`src/rtl/qmsd_pkg.sv`:
```
// shared constants, types and codes of the quantized mesh stream decoder
package qmsd_pkg;

   localparam int QUANT_MAX_DEF  = 32767;
   localparam int COORD_BITS_DEF = 48;

   localparam int AXES       = 3;
   localparam int CODE_W     = 16;
   localparam int IDX_W      = 32;
   localparam int ACC_W      = 32;
   localparam int MIN_W      = 48;
   localparam int SPAN_W     = 47;
   localparam int SPAN_RST   = 65536;

   localparam int REQ_DATA_W = 3 * CODE_W + IDX_W;
   localparam int REQ_USER_W = 2;
   localparam int RSP_USER_W = 2;

   localparam int CSR_ADDR_W = 6;
   localparam int CSR_DATA_W = 64;
   localparam int CSR_SEL_LO = 3;

   // input register, accumulate stage, then the dequantiser stages
   localparam int PIPE_DEPTH = 7;
   localparam int DQ_FIRST   = 3;
   localparam int DQ_STAGES  = PIPE_DEPTH - DQ_FIRST + 1;

   typedef enum logic [2:0] {
      REG_MIN_X  = 3'd0,
      REG_MIN_Y  = 3'd1,
      REG_MIN_Z  = 3'd2,
      REG_SPAN_X = 3'd3,
      REG_SPAN_Y = 3'd4,
      REG_SPAN_Z = 3'd5
   } csr_reg_type;

   typedef enum logic {
      KIND_VERTEX = 1'b0,
      KIND_INDEX  = 1'b1
   } kind_type;

   typedef struct packed {
      kind_type          kind;
      logic              range_error;
      logic [IDX_W-1:0]  corner_idx;
   } side_type;

endpackage

```
`src/rtl/qmsd_dequant.sv`:
```
// pipelined dequantiser for one axis: min + round(c * span / quant_max), saturated
module qmsd_dequant
   import qmsd_pkg::*;
#(
   parameter int QUANT_MAX  = QUANT_MAX_DEF,
   parameter int COORD_BITS = COORD_BITS_DEF,
   localparam int QW = $clog2(QUANT_MAX + 1),
   localparam longint unsigned AMAX = ((64'd1 << SPAN_W) - 64'd1) / QUANT_MAX,
   localparam int AW = $clog2(AMAX + 1)
)(
   input  logic                   clock,
   input  logic [DQ_STAGES-1:0]   adv,
   input  logic [QW-1:0]          quant,
   input  logic [AW-1:0]          span_quo,
   input  logic [QW-1:0]          span_rem,
   input  logic [MIN_W-1:0]       lo,
   output logic [COORD_BITS-1:0]  coord
);

   localparam int PW    = AW + QW;
   localparam int XW    = 2 * QW;
   // rounds up exactly when twice the remainder reaches quant_max
   localparam int HALF  = QUANT_MAX / 2;
   localparam longint unsigned RECIP = (64'd1 << 32) / QUANT_MAX;
   localparam int MW    = $clog2(RECIP + 1);
   localparam int EW    = XW + MW + 1;
   localparam int SUM_W = MIN_W + 1;

   logic [PW-1:0]          p3_ff, p4_ff, p5_ff;
   logic [XW-1:0]          x3_ff, x4_ff;
   logic [QW:0]            q4_ff, q5_ff;
   logic [SPAN_W-1:0]      off6_ff;
   logic [COORD_BITS-1:0]  coord7_ff;

   logic [PW-1:0]          p3_in;
   logic [XW-1:0]          x3_in;
   logic [EW-1:0]          est;
   logic [QW:0]            q4_in, q5_in;
   logic [XW-1:0]          qq, rr;
   logic [SPAN_W-1:0]      off6_in;
   logic signed [SUM_W-1:0] sum;
   logic [COORD_BITS-1:0]  coord7_in;

   // span = quo * quant_max + rem, so only the small part c * rem needs dividing
   assign p3_in = PW'(quant) * PW'(span_quo);
   assign x3_in = XW'(XW'(quant) * XW'(span_rem) + XW'(HALF));

   // reciprocal estimate, at most one short of the quotient
   assign est   = EW'(x3_ff) * EW'(RECIP);
   assign q4_in = (QW+1)'(est >> 32);

   assign qq    = XW'(XW'(q4_ff) * XW'(QUANT_MAX));
   assign rr    = x4_ff - qq;
   assign q5_in = q4_ff + (QW+1)'(rr >= XW'(QUANT_MAX));

   assign off6_in = SPAN_W'(p5_ff + PW'(q5_ff));

   assign sum = $signed({lo[MIN_W-1], lo}) + $signed({2'b00, off6_ff});

   if (COORD_BITS >= SUM_W) begin : g_wide
      assign coord7_in = COORD_BITS'(sum);
   end else begin : g_sat
      logic [SUM_W-COORD_BITS:0] top_bits;
      logic                      in_range;
      assign top_bits  = sum[SUM_W-1:COORD_BITS-1];
      assign in_range  = (&top_bits) | ~(|top_bits);
      assign coord7_in = in_range ? sum[COORD_BITS-1:0]
                                  : {sum[SUM_W-1], {(COORD_BITS-1){~sum[SUM_W-1]}}};
   end

   always_ff @(posedge clock) begin
      if (adv[0]) begin
         p3_ff <= p3_in;
         x3_ff <= x3_in;
      end
      if (adv[1]) begin
         p4_ff <= p3_ff;
         x4_ff <= x3_ff;
         q4_ff <= q4_in;
      end
      if (adv[2]) begin
         p5_ff <= p4_ff;
         q5_ff <= q5_in;
      end
      if (adv[3]) begin
         off6_ff <= off6_in;
      end
      if (adv[4]) begin
         coord7_ff <= coord7_in;
      end
   end

   assign coord = coord7_ff;

endmodule

```
`config.mk`:
```
export PLATFORM = sky130hd
export DESIGN_NAME = qmsd_dequant
export DESIGN_NICKNAME = d
export VERILOG_FILES = /design/src/rtl/qmsd_pkg.sv /design/src/rtl/qmsd_dequant.sv
export SDC_FILE = /design/constraint.sdc
export NUM_CORES = 2
export LEC_CHECK = 0
export BUFFER_PORTS_ARGS = -buffer_cell sky130_fd_sc_hd__clkbuf_2
export CAP_MARGIN = 20
export CORE_MARGIN = 3
export CORE_UTILIZATION = 65
export DETAILED_ROUTE_END_ITERATION = 10
export PLACE_DENSITY = 0.83
export SLEW_MARGIN = 30
export SYNTH_ARGS = -nofsm -noshare
export SYNTH_HDL_FRONTEND = slang
export SYNTH_SLANG_ARGS = --single-unit
export TNS_END_PERCENT = 50
```
`constraint.sdc`:
```
create_clock -name clock -period 17.25 [get_ports clock]
set_input_delay 3.45 -clock clock [delete_from_list [all_inputs] [get_ports clock]]
set_output_delay 3.45 -clock clock [all_outputs]
set_load 0.02 [all_outputs]
```
== Word level (Yosys, flattened, before mapping) ==
Cells that the tools add are included.

* Reduce and logical (&&, ||, !) cells: 2
* Bitwise gates (word level): 3
* Multiplexer cells: 1
* Multipliers: 4
* Equality and inequality tests: 0
* Divide/modulo/power cells: 0
* Add/subtract/negate cells: 5
* Shifts and indexed selects: 0
* Order comparisons: 1

{| class="wikitable"
|+ Operators with widths
! cell !! count
|-
| adder 48 x 48 -> 49 bit || 1
|-
| two-way mux 48 bit || 1
|-
| adder 47 x 16 -> 47 bit || 1
|-
| multiplier 15 x 33 -> 47 bit || 1
|-
| multiplier 30 x 16 -> 46 bit, second input constant || 1
|-
| adder 30 x 14 -> 30 bit, second input constant || 1
|-
| greater-or-equal comparator 30 x 15 -> 1 bit, second input constant || 1
|-
| multiplier 15 x 15 -> 30 bit || 1
|-
| multiplier 16 x 15 -> 30 bit, second input constant || 1
|-
| subtractor 30 bit || 1
|-
| adder 16 x 1 -> 16 bit || 1
|-
| NOT 1 bit || 2
|-
| AND reduction 2 bit || 1
|-
| OR reduction 2 bit || 1
|-
| bitwise OR 1 bit || 1
|}

* Logic and storage cells: 25
* Bits in latches: 0
* Flip-flop bits (word level): 328
* Bits in read-only memories: 0
* Input port bits: 117
* Output and inout port bits: 48
* Bits in writable memories: 0
* Memories kept: 0

== Logic depth before layout (Yosys ltp) ==
* Depth after elaboration: 5
* Gate-level depth with buffers: 31
* Gate-level depth less buffers: 30

== Least setup slack after synthesis ==
No wires, ideal clock.

* Kind: input -> register
* Start point: input port quant[3]
* End point: register p3_ff[43] (data pin)
* Buffers on the path: 2
* Required time: 16.990 ns
* Slack: 7.601 ns
* Setup time: 0.260 ns
* Arrival time: 9.389 ns
* Cell stages on the path: 22
* Cells stage by stage: clkbuf_1 > clkbuf_1 > nand2_1 > fa_1 > inv_1 > fa_1 > fa_1 > inv_1 > fa_1 > inv_1 > fa_1 > fa_1 > ha_1 > and3_2 > nand2_1 > or4b_4 > a2111oi_4 > o2111ai_1 > and4_4 > o31ai_2 > a21oi_1 > xnor2_1

* Longest elaborated chain between the ends: 1

{| class="wikitable"
|+ RTL lines
! element !! RTL line !! text
|-
| from (decl) || qmsd_dequant.sv:13 || <nowiki>input logic [QW-1:0] quant,</nowiki>
|-
| multiplier 15 x 33 -> 47 bit || qmsd_dequant.sv:45 || <nowiki>assign p3_in = PW'(quant) * PW'(span_quo);</nowiki>
|-
| via p3_in[43] || qmsd_dequant.sv:35 || <nowiki>logic [PW-1:0] p3_in;</nowiki>
|-
| to (signal assigned) || qmsd_dequant.sv:73 || <nowiki>p3_ff <= p3_in;</nowiki>
|-
| to (decl) || qmsd_dequant.sv:29 || <nowiki>logic [PW-1:0] p3_ff, p4_ff, p5_ff;</nowiki>
|}

The timed path passes the listed nets, and every way through them passes these cells.
A chain may end at the register's enable or synchronous reset.

== Final worst setup path ==
* Start point: input port quant[1]
* End point: register p3_ff[39] (data pin)

The elaborated chain is that of the path after synthesis.

==> qor.csv <==
stage;metric;value;unit
logic_synthesis;syn_area_per_cell;10.2;um^2
cts;cts_tree;built;
worst_setup_path;cp_max_fo;48;
worst_setup_path;required;17.52;ns
worst_setup_path;rrSetupSlack;9.17;ns
placement;dp_hpwl;77300;um
worst_setup_path;slowest_delay;0.79;ns
logic_synthesis;ys_types;74;
worst_hold_path;worst_hold_path_type;reg -> reg;
worst_setup_path;endpoint_kind;flip-flop;
logic_synthesis;synth_xor_area_share;4.28;%
logic_synthesis;synth_seq_cells;328;
timing;tns;0;ns
timing;finalCritPeriodShare;57.6;%
timing;drv_slew;0;
worst_setup_path;reg2reg_depth;29;
drt;drt_iter0_markers;2355;
floorplan;coreArea;0.0662;mm^2
final_layout;syn_to_final_growth;5.90;%
floorplan;io-pin-count;165;
logic_synthesis;ys_async_sr_fraction;0;%
placement;numPortBuffers;164;
logic_synthesis;synth-main-ff-cell;edfxtp_1;
cts;cts_buffers;34;
timing;final-setup-viol-count;0;
global_routing;antenna_found_initial;8;
cts;worst_skew_pair.late_latency;0.54;ns
logic_synthesis;synth.cell_area;0.0437;mm^2
logic_synthesis;postSynthCellCount;4273;
final_layout;drive_gt1_share;6.11;%
global_routing;grt_pass1_vias;32500;
global_routing;grt_pass1_wl;164000;um
placement;place_congestion;0.927;
drt;routedWlPerCell;18.9;um
cts;post_cts_buffers;0;
logic_synthesis;synth.area.mux_share;0.0715;%
drt;first_pass_iters;5;
drt;routed_wl;98800;um
logic_synthesis;syn_nets;5517;
floorplan;die_area;0.0704;mm^2
timing;fin_crit;9.93;ns
global_routing;grt_max_degree;76;
final_layout;layout_common_cells;748 x inv_1, 725 x fa_1, 554 x nand2_1;
cts;cts-hold-fix-buffers;0;
timing;worst_slew_pin_slew;0.975;ns
timing;hold_viol_final;0;
floorplan;die_h;265;um
logic_synthesis;synth_warnings;0;
floorplan;start_util;66.1;%
job;maxCapViolCount;0;
logic_synthesis;synth_top_family_by_area;adder cells;
drt;vias_per_cell;5.85;
worst_hold_path;holdPathEnd;p5_ff[18];
final_layout;final_common_cell;inv_1;
logic_synthesis;yosys.area_share.simple;12.7;%
final_layout;nets;5575;
logic_synthesis;synth-compound-area-share;7.91;%
worst_setup_path;cp_data_arrival_time;10.21;ns
logic_synthesis;synth_fa_ha_area_share;44.7;%
logic_synthesis;yosysSeqAreaShare;22.5;%
worst_setup_path;r2r-end;q5_ff[14];
cts;cts.sinks;328;
cts;root_buffer;clkbuf_16;
worst_hold_path;min_from;p4_ff[18];
floorplan;dieWidth;265;um
timing;rsz0062_at_grt;false;
cts;clk_pin_slew;0.07;ns
run_status;status;finished, final reports clean;
global_routing;overflow;0;
drt;vias;30600;
worst_hold_path;holdPathStages;0;
worst_setup_path;worst_path_most_repeated_cell;fa_1;
timing;clock_skew;0.0390;ns
drt;final_antenna_net_count;0;
timing;clock.fmax;101;MHz
cts;cts_buffer_depth;3;
logic_synthesis;synth_edf_count;328;
worst_setup_path;r2r-start;q4_ff[4];
worst_setup_path;cp-start-kind;input pin;
cts;cts_resized;0;
drt;drc;0;
cts;cts_max_level;2;
worst_setup_path;critPathKind;in -> reg;
global_routing;grt_use_total;29.1;%
timing;slew_headroom;35.0;%
worst_setup_path;slowest_stage;a2111oi_0;
floorplan;rows;94;
worst_setup_path;cp_cell_sequence;buf_2, and2_1, fa_1, fa_1, fa_1, inv_1, fa_1, inv_1, fa_1, fa_1, ha_1, a21o_1, a21o_1, a2111oi_0, o31ai_1, o2111ai_1, a31oi_1, a21o_1, a21oi_1, xnor2_1;
-- cell usage after synthesis (29+ instances only) --
master	count	area (um^2)
and3_1	29	181
nand4_1	46	288
and2_1	286	1790
nand2b_1	33	206
nand2_1	554	2080
clkbuf_1	149	559
a21oi_1	179	896
o21ai_0	83	415
edfxtp_1	328	9850
ha_1	402	5030
nor2_1	102	383
fa_1	725	14500
xor2_1	69	604
xnor2_1	145	1270
nand3_1	44	220
inv_1	748	2810
a21o_1	103	773
-- kinds of logic (layout without fill, tap and decap cells) --
logic type / after synthesis / in the layout
flip-flops: 328 / 328
AO/OA/AOI/OAI: 536 / 536
other: 0 / 6
adder cells (fa/ha/maj): 1127 / 1127
XOR/XNOR: 214 / 214
multiplexers: 3 / 3
buffers and inverters: 908 / 991
AND/OR/NAND/NOR: 1157 / 1157
-- critical path, delay by kind of cell --
family | cells | cell delay [ns]
adder cells (fa/ha/maj) | 7 | 3.29
AO/OA/AOI/OAI | 8 | 2.28
buffers and inverters | 3 | 0.84
AND/OR/NAND/NOR | 1 | 0.26
XOR/XNOR | 1 | 0.08
-- worst max-delay path by stage --
stage | startpoint | endpoint | cells past startpoint
final | quant[1] | p3_ff[39] | 20
after global routing | quant[1] | p3_ff[45] | 20
after CTS | quant[1] | p3_ff[42] | 21
after detailed placement | quant[1] | p3_ff[42] | 21
after global placement | quant[1] | p3_ff[42] | 21
after floorplan | quant[3] | p3_ff[43] | 22
-- through the flow --
stage | std cells | cell area (um^2) | hold slack [ns] | util, % | worst slack, ns
6_report | 5226 | 46300 | 0.403 | 70.0 | 7.32
5_1_grt | 5225 | 46300 | 0.412 | 70.0 | 6.95
4_1_cts | 5220 | 46300 | 0.403 | 69.9 | 7.40
3_5_place_dp | 5159 | 45200 | 0.405 | 68.2 | 6.86
3_3_place_gp | 5159 | 45200 | 0.402 | 68.2 | 6.99
2_1_floorplan | 4273 | 43700 | 0.400 | - | 7.60
-- final cells by class --
type / instances / area [um^2]
antenna: 6 / 15.0
timing repair buffer: 182 / 966
inverter: 748 / 2810
fill: 4815 / 19900
clock inverter: 23 / 245
multi-input combinational: 3037 / 30500
sequential: 328 / 9850
clock buffer: 38 / 887
tap: 864 / 1080
-- sequential cells by signal, indices dropped and copies added, names as in the netlist --
name     flops
p5_ff       47
x4_ff       30
q4_ff       16
q5_ff       16
coord       48
p3_ff       47
off6_ff     47
x3_ff       30
p4_ff       47
-- per-layer routing --
layer,vias up,part of all wire [%],global-route usage (%)
li1,13800,-,-
met1,15300,41,39.9
met2,1300,48,48.0
met3,224,8.2,4.80
met4,4,3.1,9.43
met5,-,0.023,0
Power is left out: the tool's default activity adds up to more than one toggle a clock period on the data nets, which glitch-free logic cannot reach.
