$ cat src/rtl/qmsd_pkg.sv
// shared constants, types and codes of the quantized mesh stream decoder
package qmsd_pkg;

   localparam int QUANT_MAX_DEF  = 32767;
   localparam int COORD_BITS_DEF = 48;

   localparam int AXES       = 3;
   localparam int CODE_W     = 16;
   localparam int IDX_W      = 32;
   localparam int ACC_W      = 32;
   localparam int MIN_W      = 48;
   localparam int SPAN_W     = 47;
   localparam int SPAN_RST   = 65536;

   localparam int REQ_DATA_W = 3 * CODE_W + IDX_W;
   localparam int REQ_USER_W = 2;
   localparam int RSP_USER_W = 2;

   localparam int CSR_ADDR_W = 6;
   localparam int CSR_DATA_W = 64;
   localparam int CSR_SEL_LO = 3;

   // input register, accumulate stage, then the dequantiser stages
   localparam int PIPE_DEPTH = 7;
   localparam int DQ_FIRST   = 3;
   localparam int DQ_STAGES  = PIPE_DEPTH - DQ_FIRST + 1;

   typedef enum logic [2:0] {
      REG_MIN_X  = 3'd0,
      REG_MIN_Y  = 3'd1,
      REG_MIN_Z  = 3'd2,
      REG_SPAN_X = 3'd3,
      REG_SPAN_Y = 3'd4,
      REG_SPAN_Z = 3'd5
   } csr_reg_type;

   typedef enum logic {
      KIND_VERTEX = 1'b0,
      KIND_INDEX  = 1'b1
   } kind_type;

   typedef struct packed {
      kind_type          kind;
      logic              range_error;
      logic [IDX_W-1:0]  corner_idx;
   } side_type;

endpackage

$ cat src/rtl/qmsd_span_div.sv
// divider that splits a span into quotient and remainder by the quantisation maximum
module qmsd_span_div
   import qmsd_pkg::*;
#(
   parameter int QUANT_MAX = QUANT_MAX_DEF,
   localparam int QW = $clog2(QUANT_MAX + 1),
   localparam longint unsigned AMAX = ((64'd1 << SPAN_W) - 64'd1) / QUANT_MAX,
   localparam int AW = $clog2(AMAX + 1)
)(
   input  logic              clock,
   input  logic              reset,
   input  logic              start,
   input  logic [SPAN_W-1:0] dividend,
   output logic              busy,
   output logic [AW-1:0]     quo,
   output logic [QW-1:0]     rem
);

   // long division in 16-bit digits, each digit found by
   // a reciprocal estimate, then one compare and subtract
   localparam int DIG_W  = 16;
   localparam int DIGITS = (SPAN_W + DIG_W - 1) / DIG_W;
   localparam int PAD_W  = DIGITS * DIG_W;
   localparam int XW     = QW + DIG_W;
   localparam longint unsigned RECIP = (64'd1 << 32) / QUANT_MAX;
   localparam int MW     = $clog2(RECIP + 1);
   localparam int EW     = XW + MW;
   localparam int CNT_W  = $clog2(2 * DIGITS + 1);
   localparam longint unsigned QUO_RST = SPAN_RST / QUANT_MAX;
   localparam longint unsigned REM_RST = SPAN_RST % QUANT_MAX;

   logic [PAD_W-1:0]  dvd_ff, dvd_in;
   logic [QW-1:0]     rem_ff, rem_in;
   logic [DIG_W-1:0]  est_ff, est_in;
   logic [CNT_W-1:0]  cnt_ff, cnt_in;
   logic [XW-1:0]     x;
   logic [EW-1:0]     prod;
   logic [XW-1:0]     part;
   logic [XW-1:0]     diff;
   logic              fits;

   always_comb begin
      x      = {rem_ff, dvd_ff[PAD_W-1 -: DIG_W]};
      prod   = EW'(x) * EW'(RECIP);
      part   = XW'(est_ff) * XW'(QUANT_MAX);
      diff   = x - part;
      fits   = diff >= XW'(QUANT_MAX);
      dvd_in = dvd_ff;
      rem_in = rem_ff;
      est_in = est_ff;
      cnt_in = cnt_ff;
      if (start) begin
         dvd_in = PAD_W'(dividend);
         rem_in = '0;
         cnt_in = CNT_W'(2 * DIGITS);
      end else if (cnt_ff != '0) begin
         if (!cnt_ff[0]) begin
            // the estimate is the digit quotient or one short of it
            est_in = DIG_W'(prod >> 32);
         end else begin
            // quotient digits shift in as the dividend digits shift out
            rem_in = fits ? QW'(diff - XW'(QUANT_MAX)) : QW'(diff);
            dvd_in = {dvd_ff[PAD_W-DIG_W-1:0], est_ff + DIG_W'(fits)};
         end
         cnt_in = cnt_ff - 1'b1;
      end
   end

   always_ff @(posedge clock) begin
      if (reset) begin
         dvd_ff <= PAD_W'(QUO_RST);
         rem_ff <= QW'(REM_RST);
         est_ff <= '0;
         cnt_ff <= '0;
      end else begin
         dvd_ff <= dvd_in;
         rem_ff <= rem_in;
         est_ff <= est_in;
         cnt_ff <= cnt_in;
      end
   end

   assign busy = cnt_ff != '0;
   assign quo  = dvd_ff[AW-1:0];
   assign rem  = rem_ff;

endmodule

$ cat src/rtl/qmsd_csr.sv
// configuration registers with apb access and per-axis span dividers
module qmsd_csr
   import qmsd_pkg::*;
#(
   parameter int QUANT_MAX = QUANT_MAX_DEF,
   localparam int QW = $clog2(QUANT_MAX + 1),
   localparam longint unsigned AMAX = ((64'd1 << SPAN_W) - 64'd1) / QUANT_MAX,
   localparam int AW = $clog2(AMAX + 1)
)(
   input  logic                              clock,
   input  logic                              reset,
   input  logic                              csr_psel,
   input  logic                              csr_penable,
   input  logic                              csr_pwrite,
   input  logic [CSR_ADDR_W-1:0]             csr_paddr,
   input  logic [CSR_DATA_W-1:0]             csr_pwdata,
   output logic [CSR_DATA_W-1:0]             csr_prdata,
   output logic                              csr_pready,
   output logic [AXES-1:0][MIN_W-1:0]        lo,
   output logic [AXES-1:0][AW-1:0]           span_quo,
   output logic [AXES-1:0][QW-1:0]           span_rem,
   output logic                              busy
);

   logic [AXES-1:0][MIN_W-1:0]  min_ff, min_in;
   logic [AXES-1:0][SPAN_W-1:0] span_ff, span_in;
   logic [AXES-1:0]             div_start;
   logic [AXES-1:0]             div_busy;
   logic                        wr;
   csr_reg_type                 sel;

   assign wr  = csr_psel & csr_penable & csr_pwrite;
   assign sel = csr_reg_type'(csr_paddr[CSR_ADDR_W-1:CSR_SEL_LO]);

   always_comb begin
      min_in    = min_ff;
      span_in   = span_ff;
      div_start = '0;
      if (wr) begin
         case (sel)
            REG_MIN_X:  min_in[0] = csr_pwdata[MIN_W-1:0];
            REG_MIN_Y:  min_in[1] = csr_pwdata[MIN_W-1:0];
            REG_MIN_Z:  min_in[2] = csr_pwdata[MIN_W-1:0];
            REG_SPAN_X: begin
               span_in[0]   = csr_pwdata[SPAN_W-1:0];
               div_start[0] = 1'b1;
            end
            REG_SPAN_Y: begin
               span_in[1]   = csr_pwdata[SPAN_W-1:0];
               div_start[1] = 1'b1;
            end
            REG_SPAN_Z: begin
               span_in[2]   = csr_pwdata[SPAN_W-1:0];
               div_start[2] = 1'b1;
            end
            default: ;
         endcase
      end
   end

   always_comb begin
      case (sel)
         REG_MIN_X:  csr_prdata = CSR_DATA_W'(min_ff[0]);
         REG_MIN_Y:  csr_prdata = CSR_DATA_W'(min_ff[1]);
         REG_MIN_Z:  csr_prdata = CSR_DATA_W'(min_ff[2]);
         REG_SPAN_X: csr_prdata = CSR_DATA_W'(span_ff[0]);
         REG_SPAN_Y: csr_prdata = CSR_DATA_W'(span_ff[1]);
         REG_SPAN_Z: csr_prdata = CSR_DATA_W'(span_ff[2]);
         default:    csr_prdata = '0;
      endcase
   end

   always_ff @(posedge clock) begin
      if (reset) begin
         min_ff  <= '0;
         span_ff <= {AXES{SPAN_W'(SPAN_RST)}};
      end else begin
         min_ff  <= min_in;
         span_ff <= span_in;
      end
   end

   for (genvar a = 0; a < AXES; a++) begin : g_div
      qmsd_span_div #(
         .QUANT_MAX (QUANT_MAX)
      ) u_div (
         .clock    (clock),
         .reset    (reset),
         .start    (div_start[a]),
         .dividend (csr_pwdata[SPAN_W-1:0]),
         .busy     (div_busy[a]),
         .quo      (span_quo[a]),
         .rem      (span_rem[a])
      );
   end

   assign lo         = min_ff;
   assign busy       = |div_busy;
   assign csr_pready = 1'b1;

endmodule

$ cat config.mk
export PLATFORM = sky130hd
export DESIGN_NAME = qmsd_csr
export DESIGN_NICKNAME = d
export VERILOG_FILES = /design/src/rtl/qmsd_pkg.sv /design/src/rtl/qmsd_span_div.sv /design/src/rtl/qmsd_csr.sv
export SDC_FILE = /design/constraint.sdc
export NUM_CORES = 2
export LEC_CHECK = 0
export ABC_AREA = 1
export BUFFER_PORTS_ARGS = -buffer_cell sky130_fd_sc_hd__buf_4
export CAP_MARGIN = 20
export CORE_ASPECT_RATIO = 1.75
export CORE_MARGIN = 2
export CORE_UTILIZATION = 40
export CTS_BUF_LIST = sky130_fd_sc_hd__clkbuf_2
export DETAILED_ROUTE_END_ITERATION = 8
export PLACE_DENSITY = 0.55
export REMOVE_ABC_BUFFERS = 1
export SYNTH_ARGS = -nofsm -noshare
export SYNTH_HDL_FRONTEND = slang
export SYNTH_HIERARCHICAL = 1
export SYNTH_SLANG_ARGS = --single-unit
$ cat constraint.sdc
create_clock -name clock -period 13.6 [get_ports clock]
set_input_delay 4.08 -clock clock [delete_from_list [all_inputs] [get_ports clock]]
set_output_delay 4.08 -clock clock [all_outputs]
set_load 0.01 [all_outputs]
# Yosys cells after proc, flatten, opt, wreduce, memory -nomap -nowiden
# Index checks and enable logic that the tools add are counted.
[op_classes] addsub=12 multipliers=6 order_cmp=3 eq_ne=5 muxes=32 n_bitwise=8 n_reduce_logical=29
[op_table] operator="47-bit two-way mux" count=9
[op_table] operator="48-bit case mux with 6 select lines" count=1
[op_table] operator="31-bit by 16-bit multiplier with 46-bit output, second input constant" count=3
[op_table] operator="31-bit by 15-bit greater-or-equal comparator with 1-bit output, second input constant" count=3
[op_table] operator="16-bit by 15-bit multiplier with 31-bit output, second input constant" count=3
[op_table] operator="31-bit subtractor" count=3
[op_table] operator="16-bit by 1-bit adder with 16-bit output" count=3
[op_table] operator="15-bit two-way mux" count=3
[op_table] operator="15-bit subtractor, second input constant" count=3
[op_table] operator="2-bit AND reduction" count=12
[op_table] operator="3-bit two-way mux" count=7
[op_table] operator="2-bit two-way mux" count=9
[op_table] operator="2-bit nonzero test" count=6
[op_table] operator="3-bit AND reduction" count=3
[op_table] operator="3-bit nonzero test" count=3
[op_table] operator="3-bit by 1-bit subtractor with 3-bit output, second input constant" count=3
[op_table] operator="3-bit by 2-bit equality test with 1-bit output, second input constant" count=2
[op_table] operator="3-bit equality test, second input constant" count=2
[op_table] operator="1-bit inverter" count=6
[op_table] operator="2-bit OR reduction" count=3
[op_table] operator="3-bit by 1-bit equality test with 1-bit output, second input constant" count=1
[op_table] operator="3-bit zero test" count=1
[op_table] operator="1-bit two-way mux" count=3
[op_table] operator="3-bit OR reduction" count=1
[op_table] operator="1-bit bitwise AND" count=2
[totals] reg_bits=531 inputBits=75 out_inout_bits=354 wordCells=122

# Longest topological paths before layout
[logic_depth] depth_word=7 depth_mapped=42 ltp_nobuf=41

# Modules after synthesis
# The synthesis kept the hierarchy.
[by_module_without_submodules] mod="qmsd_csr" instances=1 cells_per_inst=2221 area_each_um2=13899.6 seq_area_each_um2=5705.5
[by_module_without_submodules] mod="qmsd_span_div at g_div[0].u_div" instances=1 cells_per_inst=1862 area_each_um2=13042.5 seq_area_each_um2=1641.6
[by_module_without_submodules] mod="qmsd_span_div at g_div[2].u_div" instances=1 cells_per_inst=1864 area_each_um2=12968.7 seq_area_each_um2=1641.6
[by_module_without_submodules] mod="qmsd_span_div at g_div[1].u_div" instances=1 cells_per_inst=1754 area_each_um2=12649.6 seq_area_each_um2=1641.6

# Least setup slack after synthesis
# No wires, ideal clock.
[synth_path] path_type="input -> output" startpoint="input port csr_paddr[4]" endpoint="output port csr_prdata[16]" t_arrival_ns=5.077 t_required_ns=9.520 path_slack_ns=4.443 path_stages=8 n_path_buf=3 cell_sequence="buf_4 inv_2 buf_2 clkbuf_1 nand4_1 nand2_1 nor2_1 nand2_1"
[synth_via] elab_chain_len=2 elab_cells_between_ends=7 classes_between="eq/ne (5); mux (1); reduce/logical (1)"
[synth_rtl] element="start: declaration" line="qmsd_csr.sv:15" text="input logic [CSR_ADDR_W-1:0] csr_paddr,"
[synth_rtl] element="3-bit equality test, or another cell as far along" line="qmsd_csr.sv:62" text="case (sel)"
[synth_rtl] element="48-bit case mux with 6 select lines (*)" line="qmsd_csr.sv:62"
[synth_rtl] element="end: declaration" line="qmsd_csr.sv:17" text="output logic [CSR_DATA_W-1:0] csr_prdata,"
# Every way passes the cells marked *; elsewhere a longest branch is shown, timed or not.

# Final worst setup path
[layout_path] startpoint="input port csr_paddr[5]" endpoint="output port csr_prdata[32]"
# The elaborated chain is that of the path after synthesis.

==> reports/results.ini <==
[yosys]
ys_warn_count=6
syn_area_per_cell_sq_um=6.83
dominantRegCellSynth=dfxtp_1
yosys.area.top_type=dfxtp_1
synth.distinct_cells=53
syn_inst=7701
ys_seq_area_frac=0.202
synth_seq_cells=531
synth-edff-count=0
syn-cell-area_sq_um=52600
yosys-top-cells-area=dfxtp_1 (20%), fa_1 (16%), nand2_1 (14%), ha_1 (11%), inv_1 (9.6%)
async_flop_share=0
synth_top_area_frac=0.202
synth.most_common_cell=nand2_1
ys_top_cells_by_count=nand2_1 (1989), inv_1 (1339), nor2_1 (951)

[floorplanning]
die_height_um=484
initial_core_util=0.401
core_area_sq_um=131000
rows=176
io_pins=429
die_area_sq_um=134000
die_w_um=278

[cts]
worst_skew_pair.late_latency_ns=1.57
clock_path_buffers=3
clock_sinks=531
clkSlewWorstSetupHoldPaths_ns=0.10
numCtsBuffers=144
htree_levels=4
cts_tree=yes
cts_hold_buffers=0
root_buffer=clkbuf_2
cts_post_setup_buffers_inserted=0
cts_resized=0

[flow_run]
drv_cap=0

[placed_design]
pre_cts_ws_ns=2.82
io_buffers=392
place_congestion=1.03
dp_hpwl_mm=170

[worst_setup_path]
cp-start-kind=primary input
crit_type=in -> out
reg2reg_depth=31
critPathMostFrequentCell=buf_4
critPathTopFamily=buffers and inverters
worstPathCellList=buf_4 > clkinv_2 > nand3_2 > buf_4 > nor2_1 > a21oi_1 > nand2_1 > buf_4
cpMaxStageDelayCell=clkinv_2
cp_max_fo=48
arrival_ns=6.71
cp_data_required_time_ns=9.52
slowest_delay_ns=0.76
crit_cells=8
path_buf_inv=4
worstSetupEndpointType=output pin

[timing]
skew_ns=0.164
finalCritPeriodShare=0.794
hold_viol=0
worst_slew_pin_slew_ns=1.17
rsz0062_at_grt=false
slew_headroom=0.214
fmax_mhz=92.6
maxSlewViolCount=0
period_minus_slack_ns=10.79
layout_setup_ws_ns=2.81
setup_viol=0

[global_route]
grt_overflow=0
grt_max_degree=105
grt_util_all_layers=0.318
grt_pass1_vias=49700
antenna_found_initial=9
grt_pass1_wl_mm=317

[worst_hold_path]
min_path_cells=2
hp-class=reg -> reg

[drt]
ant_nets=0
detail_route.wirelength_mm=216
route.vias.total=50900
drtIter0Drc=3546
dr.pass1.iters=6
via_per_inst=5.23
avgRoutedWirePerCell_um=22.2
drc=0

[final_layout]
syn_to_final_growth_pct=9.41
layout.nets=8908
fillerInstances=14100
drive_gt1_frac=0.100

[outcome]
status=finished, final reports clean

-- cells in the final DEF, fill, tap and decap left out, types with 25 or more instances in the layout --
cell type,instances
nand2_1,1989
fa_1,421
xnor2_1,33
clkinv_1,27
clkbuf_2,202
buf_4,444
ha_1,473
nor2_2,28
nand4_1,171
nor2_1,942
nand2_2,34
dfxtp_1,531
a21oi_1,248
nor3_1,33
a31oi_1,101
o21ai_0,141
nand3_1,563
o21bai_1,25
xor2_1,56
inv_1,1338
-- worst reg2reg max path, delay by kind of cell, from the launching register on --
family / cells / cell delay (ns)
fa+ha+maj: 8 / 3.75
simple gates: 13 / 2.62
xor+xnor: 3 / 0.84
buf+inv: 6 / 0.75
flops: 1 / 0.65
compound gates: 1 / 0.16
-- path summary, 6_finish.rpt --
| kind | from | endpoint | slack (ns) |
|---|---|---|---|
| hold reg to reg | g_div[2].u_div/dvd_ff[1] | g_div[2].u_div/dvd_ff[17] | 0.46 |
| hold / removal | g_div[2].u_div/dvd_ff[1] | g_div[2].u_div/dvd_ff[17] | 0.46 |
| setup reg to reg | g_div[1].u_div/est_ff[0] | g_div[1].u_div/dvd_ff[14] | 4.82 |
| setup / recovery | csr_paddr[5] | csr_prdata[32] | 2.81 |
-- layout make-up --
type	instances	area [sq um]	share of cell area
well taps	1691	2120	0.0368
multi-input cells	5457	34900	0.607
flip-flops and latches	531	10600	0.185
inverters	1358	5110	0.0889
clock buffers	202	1010	0.0176
repair buffers	447	3390	0.0590
clock inverters	39	313	0.00544
diodes	8	20.0	0.000348
-- per-stage QoR --
stage               TNS (ns)  instance area [sq um]  hold slack (ns)   util  std cells
global placement           0                  56100            0.461  0.428       9482
CTS                        0                  57500            0.476  0.439       9724
detailed placement         0                  56100            0.471  0.428       9483
floorplan              -7.66                  50500            0.448      -       7346
finish                     0                  57500            0.465  0.439       9733
global route               0                  57500            0.501  0.439       9733
-- state kept, by name, indices dropped and copies added, names as in the netlist --
name / flops
g_div.u_div/est_ff: 48
lo: 144
g_div.u_div/rem: 45
g_div.u_div/cnt_ff: 9
span_ff: 141
g_div.u_div/dvd_ff: 144
-- logic make-up after synthesis --
family,count (synthesis),share of synthesized area
buffers and inverters,1728,0.136
AND/OR/NAND/NOR,3849,0.307
XOR/XNOR,91,0.0154
other,2,0.000143
flip-flops,531,0.202
adder cells (fa/ha/maj),894,0.273
AO/OA/AOI/OAI,606,0.0660
-- layer usage --
layer,share of wire,vias up,GRT usage
li1,-,24300,-
met1,0.38,24100,0.368
met2,0.48,1964,0.541
met3,0.072,536,0.0620
met4,0.069,6,0.193
met5,0.00019,-,0
Power is not shown: default switching activity piles up to over one toggle a cycle in this logic, so the estimate is an artifact.
