<file path="config.mk">
export PLATFORM = sky130hd
export DESIGN_NAME = qmsd_front
export DESIGN_NICKNAME = d
export VERILOG_FILES = /design/src/rtl/qmsd_pkg.sv /design/src/rtl/qmsd_front.sv
export SDC_FILE = /design/constraint.sdc
export NUM_CORES = 1
export LEC_CHECK = 0
export BUFFER_PORTS_ARGS = -buffer_cell sky130_fd_sc_hd__buf_2
export CORE_ASPECT_RATIO = 1.5
export CORE_UTILIZATION = 60
export CTS_BUF_LIST = sky130_fd_sc_hd__clkbuf_8
export CTS_CLUSTER_DIAMETER = 40
export DETAILED_ROUTE_END_ITERATION = 16
export GPL_TIMING_DRIVEN = 0
export PLACE_DENSITY = 0.78
export RECOVER_POWER = 50
export SETUP_SLACK_MARGIN = 0.1
export SYNTH_ARGS = -nofsm -noshare
export SYNTH_HDL_FRONTEND = slang
export SYNTH_SLANG_ARGS = --single-unit
</file>
<file path="constraint.sdc">
create_clock -name clock -period 7.1 [get_ports clock]
set_input_delay 1.42 -clock clock [delete_from_list [all_inputs] [get_ports clock]]
set_output_delay 1.42 -clock clock [all_outputs]
set_load 0.01 [all_outputs]
</file>
<file path="src/rtl/qmsd_pkg.sv">
// shared constants, types and codes of the quantized mesh stream decoder
package qmsd_pkg;

   localparam int QUANT_MAX_DEF  = 32767;
   localparam int COORD_BITS_DEF = 48;

   localparam int AXES       = 3;
   localparam int CODE_W     = 16;
   localparam int IDX_W      = 32;
   localparam int ACC_W      = 32;
   localparam int MIN_W      = 48;
   localparam int SPAN_W     = 47;
   localparam int SPAN_RST   = 65536;

   localparam int REQ_DATA_W = 3 * CODE_W + IDX_W;
   localparam int REQ_USER_W = 2;
   localparam int RSP_USER_W = 2;

   localparam int CSR_ADDR_W = 6;
   localparam int CSR_DATA_W = 64;
   localparam int CSR_SEL_LO = 3;

   // input register, accumulate stage, then the dequantiser stages
   localparam int PIPE_DEPTH = 7;
   localparam int DQ_FIRST   = 3;
   localparam int DQ_STAGES  = PIPE_DEPTH - DQ_FIRST + 1;

   typedef enum logic [2:0] {
      REG_MIN_X  = 3'd0,
      REG_MIN_Y  = 3'd1,
      REG_MIN_Z  = 3'd2,
      REG_SPAN_X = 3'd3,
      REG_SPAN_Y = 3'd4,
      REG_SPAN_Z = 3'd5
   } csr_reg_type;

   typedef enum logic {
      KIND_VERTEX = 1'b0,
      KIND_INDEX  = 1'b1
   } kind_type;

   typedef struct packed {
      kind_type          kind;
      logic              range_error;
      logic [IDX_W-1:0]  corner_idx;
   } side_type;

endpackage

</file>
<file path="src/rtl/qmsd_front.sv">
// input register, zig-zag decode, accumulators, high-water mark and clamping
module qmsd_front
   import qmsd_pkg::*;
#(
   parameter int QUANT_MAX = QUANT_MAX_DEF,
   localparam int QW = $clog2(QUANT_MAX + 1)
)(
   input  logic                          clock,
   input  logic                          reset,
   input  logic                          load_in,
   input  logic                          load_mid,
   input  logic                          step,
   input  kind_type                      kind,
   input  logic                          start_of_mesh,
   input  logic [AXES-1:0][CODE_W-1:0]   codes,
   input  logic [IDX_W-1:0]              index_code,
   output logic [AXES-1:0][QW-1:0]       quant,
   output side_type                      side
);

   localparam logic [IDX_W-1:0] HW_TOP = '1;

   function automatic logic [ACC_W-1:0] zz_delta(input logic [CODE_W-1:0] code);
      logic signed [CODE_W-1:0] d;
      d = {1'b0, code[CODE_W-1:1]} ^ {CODE_W{code[0]}};
      return ACC_W'(d);
   endfunction

   // input register
   kind_type                     kind1_ff;
   logic                         start1_ff;
   logic [AXES-1:0][CODE_W-1:0]  code1_ff;
   logic [IDX_W-1:0]             index1_ff;

   // running state
   logic [AXES-1:0][ACC_W-1:0]   acc_ff, acc_in;
   logic [IDX_W-1:0]             hw_ff, hw_in;

   // accumulate stage
   logic [AXES-1:0][QW-1:0]      quant2_ff, quant2_in;
   side_type                     side2_ff, side2_in;

   logic [AXES-1:0][ACC_W-1:0]   base, sum;
   logic [AXES-1:0]              clip;
   logic [IDX_W-1:0]             hw_base, hw_next, idx;
   logic                         neg;

   always_comb begin
      for (int a = 0; a < AXES; a++) begin
         base[a] = start1_ff ? '0 : acc_ff[a];
         sum[a]  = base[a] + zz_delta(code1_ff[a]);
         if (sum[a][ACC_W-1]) begin
            quant2_in[a] = '0;
            clip[a]      = 1'b1;
         end else if (sum[a] > ACC_W'(QUANT_MAX)) begin
            quant2_in[a] = QW'(QUANT_MAX);
            clip[a]      = 1'b1;
         end else begin
            quant2_in[a] = sum[a][QW-1:0];
            clip[a]      = 1'b0;
         end
      end

      hw_base = start1_ff ? '0 : hw_ff;
      neg     = index1_ff > hw_base;
      idx     = neg ? '0 : hw_base - index1_ff;
      // the mark saturates at all ones
      hw_next = (index1_ff == '0 && hw_base != HW_TOP) ? hw_base + 1'b1 : hw_base;

      side2_in.kind = kind1_ff;
      if (kind1_ff == KIND_INDEX) begin
         side2_in.range_error = neg;
         side2_in.corner_idx  = idx;
         acc_in               = base;
         hw_in                = hw_next;
      end else begin
         side2_in.range_error = |clip;
         side2_in.corner_idx  = '0;
         acc_in               = sum;
         hw_in                = hw_base;
      end
      if (!step) begin
         acc_in = acc_ff;
         hw_in  = hw_ff;
      end
   end

   always_ff @(posedge clock) begin
      if (reset) begin
         acc_ff <= '0;
         hw_ff  <= '0;
      end else begin
         acc_ff <= acc_in;
         hw_ff  <= hw_in;
      end
   end

   always_ff @(posedge clock) begin
      if (load_in) begin
         kind1_ff  <= kind;
         start1_ff <= start_of_mesh;
         code1_ff  <= codes;
         index1_ff <= index_code;
      end
      if (load_mid) begin
         quant2_ff <= quant2_in;
         side2_ff  <= side2_in;
      end
   end

   assign quant = quant2_ff;
   assign side  = side2_ff;

endmodule

</file>
* After elaboration in Yosys (flattened, before gate mapping)
Index checks and enable logic that the tools add are counted.
** Storage, ports and cells
- Bits in registers :: 289
- Logic and storage cells :: 52
** Operators by class
- $add $sub $neg :: 5
- Order comparisons :: 4
- Eq/ne operators :: 1
- Multiplexer cells :: 18
- Bitwise operators :: 4
- Reduce and logical (&&, ||, !) cells :: 4
** Operators with widths (count)
- 2-to-1 mux 32 bit :: 7
- adder 32 bit :: 3
- greater-than comparator 32 x 15 -> 1 bit (second input constant) :: 3
- 2-to-1 mux 96 bit :: 1
- XOR 15 x 16 -> 16 bit :: 3
- 2-to-1 mux 15 bit :: 3
- 2-to-1 mux 33 bit :: 1
- adder 32 x 1 -> 32 bit (second input constant) :: 1
- greater-than comparator 32 bit :: 1
- logical NOT 32 bit :: 1
- inequality test 32 bit (second input constant) :: 1
- subtractor 32 bit :: 1
- 2-to-1 mux 1 bit :: 6
- OR reduction 3 bit :: 1
- OR reduction 2 bit :: 1
- logical AND 1 bit :: 1
- inverter 1 bit :: 1

* Depth between registers and ports, before layout
Gate-level depths: netlist of run 1.
- Depth after elaboration :: 7
- Gate-level depth with buffers :: 19

* Worst setup path before layout of run 1
Ideal clock, no wire load.
- Path kind :: reg-to-reg
- From :: reg start1_ff
- To :: reg quant2_ff (netlist bit quant[21]) (data pin)
- Library setup time :: 0.288 ns
- Data arrival time :: 5.143 ns
- Data required time :: 6.812 ns
- Setup slack :: 1.669 ns
- Stages on the path, launching flop included :: 20
- Buffers on the path :: 5
- Period minus slack after synthesis :: 5.431 ns
- Cells stage by stage :: edfxtp_1 clkbuf_1 clkbuf_1 clkbuf_1 nor2b_1 ha_1 fa_1 a211oi_2 o21ai_1 o311ai_2 a21oi_2 or2_1 clkbuf_2 or4b_1 a31o_1 or4_1 or4_4 nor4_4 buf_6 a21oi_1
** Between the ends
- Word-level cells in the longest chain between the ends :: 4
** Ends and longest elaborated chain
- start: declaration :: line qmsd_front.sv:31 : logic start1_ff;
- start signal: assignment :: line qmsd_front.sv:101 : start1_ff <= start_of_mesh;
- 2-to-1 mux 32 bit (*) :: line qmsd_front.sv:50 : base[a] = start1_ff ? '0 : acc_ff[a];
- adder 32 bit (*) :: line qmsd_front.sv:51 : sum[a] = base[a] + zz_delta(code1_ff[a]);
- greater-than comparator 32 x 15 -> 1 bit :: line qmsd_front.sv:55 : end else if (sum[a] > ACC_W'(QUANT_MAX)) begin
- 2-to-1 mux 15 bit :: line qmsd_front.sv:55
- end signal: assignment :: line qmsd_front.sv:106 : quant2_ff <= quant2_in;
- end: declaration :: line qmsd_front.sv:40 : logic [AXES-1:0][QW-1:0] quant2_ff, quant2_in;
Mark *: on every way between the ends. The rest lies on a longest branch, timed or not.
A chain may end at the register's enable or synchronous reset.

* Final worst setup path of run 1
Ends and elaborated chain as after synthesis.

==> run metrics, run 1 <==
Ys Warns 0; layout cell share with drive strength beyond 1 between 10 and 15%; vias per inst 5.91; worst-path fanout max 10; critical path type flop to flop; number of port buffers ~160; dpl cell area ~19000 um^2; worst path bufs/invs 5; worst slew pin tran 2.87 ns; synthesized flop and latch total around 290; CTS tree done; CP cell instances clkbuf_1, clkbuf_2, clkbuf_1, nor2b_1, fa_1, a211oi_2, o21ai_1, o311ai_2, a21oi_2, or2_1, clkbuf_2, or4b_1, a31o_1, or4_1, or4_4, nor4_4, buf_6, a21oi_1; Routed Antenna Nets 0; crit path launch type flop; sequential fraction of the synthesis area between 40% and 50%; most common library cell in the layout ignoring fill and taps nor2_1; gr usage total a little under a third; CP required 7.40 ns; Max Fclk 150 MHz; Mapped Nets between 2000 and 2500; violated checks max-capacitance violations, max-slew violations; I/O pins approximately 170; die height approximately 210 um; hpwl dp around 34 mm; slack of the worst reg-to-reg path approximately 0.43 ns; Max VDD drop roughly 0.21 mV; Final period util 93.9%; P per Cell Area around 220 nW/um^2; first-pass GRT wire length roughly 74 mm; Final Slew Violations 167; Async SR Flop Fraction 0%; Max-Slew Margin vs Limit -91.5%; nets roughly 2400; WHS Path Cells 2; Syn Inst Count about 1900; Max H-tree Level 2; RSZ-0062 raised after global routing false; Crit Reg-Reg Startpoint start1_ff$_DFFE_PP_; largest net degree at the start of global routing 52; Pre-antenna DRT Iters 8; vias in the first global route about 15000; hold_sp acc_ff[93]$_SDFFE_PP0P_; EDFF count, synth roughly 160; final hold violation count 0; DIE WIDTH approximately 140 um; Root Buffer clkbuf_8; Clock transition at path regs around 0.060 ns; Die ar. about 30000 um^2; CP peak stage delay 0.55 ns; skew final ~0.027 ns; Final Util between 60 and 70%; Routed WL ~46 mm; clk sink count between 200 and 300; total negative slack 0 ns; reg2reg path depth 18; FP Rows 77; initial antenna violation count 0; clock period minus worst slack 6.67 ns; Post-route DRC 0; main flop type after synthesis edfxtp_1; CP max-delay cell or4_4; drt initial violations around 800; # setup viols final 0; leakage ~8.7 nW; CTS buffer count 48; Worst-Skew Late Latency 0.61 ns; outcome finished with violations; post-route insts no fill 2574; FF-to-FF End quant[21]$_SDFFCE_PP0P_; final instance area between 20000 and 25000 um^2; syn avg cell area ~9.3 um^2; HP Class flop to flop; hold_ws approximately 0.45 ns; MaxCap Viol Count 4; clk buf depth 3; grt ovf 0; CP Capture Type flop; number of cells after detailed placement about 2500; core footprint 29400 um^2; family with the most delay on the worst path simple AND/OR/NAND/NOR gates; most frequent cells in the layout nor2_1 (198), a21oi_1 (172), edfxtp_1 (161), buf_2 (143), nor2b_1 (136); worst hold endpoint acc_ff[93]$_SDFFE_PP0P_; total number of vias 15200; Routed WL per cell roughly 18 um; Yosys cell types between 80 and 90; hold_buf cts 0; routability congestion estimate from global placement about 0.96; Synth Cell Area 17900 um^2; arrival time at the worst endpoint between 6 and 7 ns; Starting Density between 60 and 70%; area grow syn2layout 13.1%
area by class of cell:
type | instances | area [um^2]
antenna | 1 | 2.50
buffer | 80 | 327
clock buffer | 53 | 729
clock inverter | 37 | 251
fill | 2435 | 9140
inverter | 77 | 289
multi-input combinational | 1469 | 9900
sequential | 289 | 7400
tap | 395 | 494
timing repair buffer | 173 | 853
worst min-delay path, cell delays in order, from the launching register on:
cell,delay (ns)
dfxtp_1,0.31
nand2_1,0.05
a21oi_1,0.05
logic make-up (layout without fill, tap and decap cells):
group / after synthesis / in the layout / share of synthesized area, %
AO/OA/AOI/OAI: 508 / 508 / 18.6
buffers and inverters: 157 / 420 / 3.41
other: 0 / 1 / 0
flip-flops: 289 / 289 / 41.3
XOR/XNOR: 178 / 178 / 8.71
AND/OR/NAND/NOR: 650 / 650 / 18.5
adder cells (fa/ha/maj): 130 / 130 / 9.26
multiplexers: 3 / 3 / 0.168
timing repair:
action / 4_1_cts / 5_1_grt
gates resized for setup: 3 / 6
buffers inserted: 0 / 7
endpoints found under the setup margin: 17 / 30
registers in the layout (all words and copies together) (netlist names):
name,flops
kind1_ff,1
hw_ff,32
index1_ff,32
code1_ff,48
acc_ff,96
quant,45
side,34
start1_ff,1
routing by layer:
metal  up-vias  wire [um]  share of wire, %  track usage, %
li1       7357          -                 -               -
met1      7265      18300                40            34.5
met2       458      23700                51            55.8
met3       138       2260               4.9            4.51
met4         0       2030               4.4            16.5
met5         -          0                 0               0
per-stage QoR:
stage / total power, mW / worst slack (ns)
final: 4.38 / 0.434
after global placement: 2.86 / -0.180
after floorplan: 2.62 / 1.67
after global routing: 4.58 / 0.124
after CTS: 4.39 / 0.246
after detailed placement: 2.89 / -0.299
power by group:
part           internal, mW  switching (mW)
Sequential             1.90          0.0565
Combinational         0.355           0.567
Clock                 0.803           0.702
worst max path at each step:
stage	start	endpoint	cells past startpoint
after floorplan	start1_ff$_DFFE_PP_	quant[21]$_SDFFCE_PP0P_	19
after global placement	start1_ff$_DFFE_PP_	quant[37]$_SDFFCE_PP0P_	17
after detailed placement	start1_ff$_DFFE_PP_	quant[43]$_SDFFCE_PP0P_	17
after CTS	code1_ff[0]$_DFFE_PP_	quant[12]$_SDFFCE_PP0P_	18
after global routing	start1_ff$_DFFE_PP_	quant[22]$_SDFFCE_PP0P_	18
final	start1_ff$_DFFE_PP_	quant[21]$_SDFFCE_PP0P_	18
cells in the mapped netlist, drive strengths merged, types with 36 or more instances:
cell | n | area, um^2
a21o | 57 | 430
a21oi | 174 | 878
a22oi | 49 | 368
clkbuf | 72 | 272
dfxtp | 128 | 2560
edfxtp | 161 | 4830
ha | 126 | 1580
inv | 77 | 289
nand2 | 102 | 383
nand3 | 36 | 180
nor2 | 198 | 743
nor2b | 136 | 851
o21ai | 70 | 350
xnor2 | 85 | 744
xor2 | 93 | 815
(Power assumes the default switching activity.)
==> run 2, diff against run 1 <==
==> constraint.sdc (replaced) <==
create_clock -name clock -period 7.1 [get_ports clock]
set_input_delay 0.355 -clock clock [delete_from_list [all_inputs] [get_ports clock]]
set_output_delay 0.355 -clock clock [all_outputs]
set_load 0.01 [all_outputs]
==> run metrics, run 2 (synthesis results as in run 1) <==
Crit Reg-Reg Startpoint start1_ff$_DFFE_PP_; nets 2437; vias in the first global route between 15000 and 20000; most frequent cells in the layout nor2_1 (198), a21oi_1 (172), edfxtp_1 (161), buf_2 (142), nor2b_1 (136); layout cell share with drive strength beyond 1 about 11%; CP Capture Type flop; grt ovf 0; Final period util around 94%; CTS buffer count 48; worst-path fanout max 10; worst hold endpoint hw_ff[1]$_SDFFE_PP0P_; Routed WL between 40 and 50 mm; CP peak stage delay roughly 0.55 ns; core footprint 29400 um^2; most common library cell in the layout ignoring fill and taps nor2_1; crit path launch type flop; I/O pins between 150 and 200; Root Buffer clkbuf_8; WHS Path Cells 4; Routed Antenna Nets 0; Worst-Skew Late Latency between 0.6 and 0.7 ns; final hold violation count 0; hold_ws between 0.2 and 0.25 ns; arrival time at the worst endpoint approximately 7 ns; first-pass GRT wire length between 70 and 80 mm; CTS tree done; Starting Density 60.9%; Max-Slew Margin vs Limit -96.5%; Clock transition at path regs about 0.06 ns; MaxCap Viol Count 4; die height around 210 um; Max VDD drop around 0.22 mV; violated checks max-capacitance violations, max-slew violations; hpwl dp 33.8 mm; Post-route DRC 0; P per Cell Area 210 nW/um^2; clock period minus worst slack about 6.7 ns; clk sink count about 290; worst slew pin tran roughly 2.9 ns; outcome finished with violations; critical path type flop to flop; hold_sp step; slack of the worst reg-to-reg path 0.42 ns; Max Fclk 150 MHz; skew final between 0.02 and 0.03 ns; RSZ-0062 raised after global routing false; total number of vias approximately 16000; CP cell instances clkbuf_1, clkbuf_2, clkbuf_1, nor2b_1, fa_1, a211oi_2, o21ai_1, o311ai_2, a21oi_2, or2_1, clkbuf_2, or4b_1, a31o_1, or4_1, or4_4, nor4_4, buf_6, a21oi_1; clk buf depth 3; area grow syn2layout 17.7%; Pre-antenna DRT Iters 6; FF-to-FF End quant[21]$_SDFFCE_PP0P_; FP Rows 77; Final Slew Violations ~170; routability congestion estimate from global placement roughly 0.96; # setup viols final 0; number of port buffers 164; max reg flops 96; drt initial violations 842; largest net degree at the start of global routing 52; CP required about 7.4 ns; initial antenna violation count 0; leakage 9.09 nW; HP Class input pin to flop; Die ar. just over 30000 um^2; gr usage total 32.0%; CP max-delay cell or4_4; Routed WL per cell roughly 18 um; post-route insts no fill approximately 2700; reg2reg path depth 18; number of fill cells 2318; vias per inst 5.91; number of cells after detailed placement 2476; DIE WIDTH 143 um; Top reg by flops acc_ff; Max H-tree Level 2
## run 2: layer usage
metal,up-vias,track usage (%),part of all wire [%]
li1,7525,-,-
met1,7471,35.5,39
met2,531,58.4,51
met3,166,4.60,5.0
met4,0,17.5,4.7
met5,-,0,0
## run 2: layout make-up
| class | instances | area (um^2) | share of cell area (%) |
|---|---|---|---|
| Antenna cell | 1 | 2.50 | 0.0119 |
| Buffer | 80 | 327 | 1.55 |
| Clock buffer | 53 | 729 | 3.46 |
| Clock inverter | 37 | 251 | 1.19 |
| Inverter | 77 | 289 | 1.37 |
| Multi-Input combinational cell | 1469 | 9900 | 47.0 |
| Sequential cell | 289 | 7400 | 35.1 |
| Tap cell | 395 | 494 | 2.35 |
| Timing Repair Buffer | 255 | 1670 | 7.94 |
## run 2: what timing repair did
action                                  4_1_cts  5_1_grt
hold buffers                                 82        0
endpoints found under the hold margin        82        0
resized for setup                             3        6
buffers inserted                              0        7
endpoints found under the setup margin       17       31
## run 2: power by group
group / internal (mW) / leakage (nW) / switching [mW]
Clock: 0.803 / 0.551 / 0.711
Combinational: 0.385 / 5.89 / 0.576
Sequential: 1.90 / 2.65 / 0.0581
Total: 3.08 / 9.09 / 1.35
## run 2: stage by stage
stage	setup slack, ns	area, um^2	setup TNS, ns	util (%)	power (mW)
global placement	-0.180	19200	-1.44	65.4	2.86
global route	0.115	21100	0	71.7	4.62
finish	0.415	21100	0	71.7	4.43
floorplan	1.67	17900	0	-	2.62
detailed placement	-0.299	19300	-2.52	65.6	2.89
CTS	0.246	21100	0	71.8	4.43
## run 2: worst max-delay path by stage
stage / startpoint / cells past startpoint / end
2_1_floorplan: start1_ff$_DFFE_PP_ / 19 / quant[21]$_SDFFCE_PP0P_
3_3_place_gp: start1_ff$_DFFE_PP_ / 17 / quant[37]$_SDFFCE_PP0P_
3_5_place_dp: start1_ff$_DFFE_PP_ / 17 / quant[43]$_SDFFCE_PP0P_
4_1_cts: code1_ff[0]$_DFFE_PP_ / 18 / quant[12]$_SDFFCE_PP0P_
5_1_grt: start1_ff$_DFFE_PP_ / 18 / quant[21]$_SDFFCE_PP0P_
6_report: start1_ff$_DFFE_PP_ / 18 / quant[21]$_SDFFCE_PP0P_
## run 2: worst max-delay path: cells and delay by family (launching register included)
kind	cells	cell delay (ns)
AND/OR/NAND/NOR	6	2.37
AO/OA/AOI/OAI	6	1.22
flip-flops	1	0.50
adder cells (fa/ha/maj)	1	0.52
buffers and inverters	5	1.74
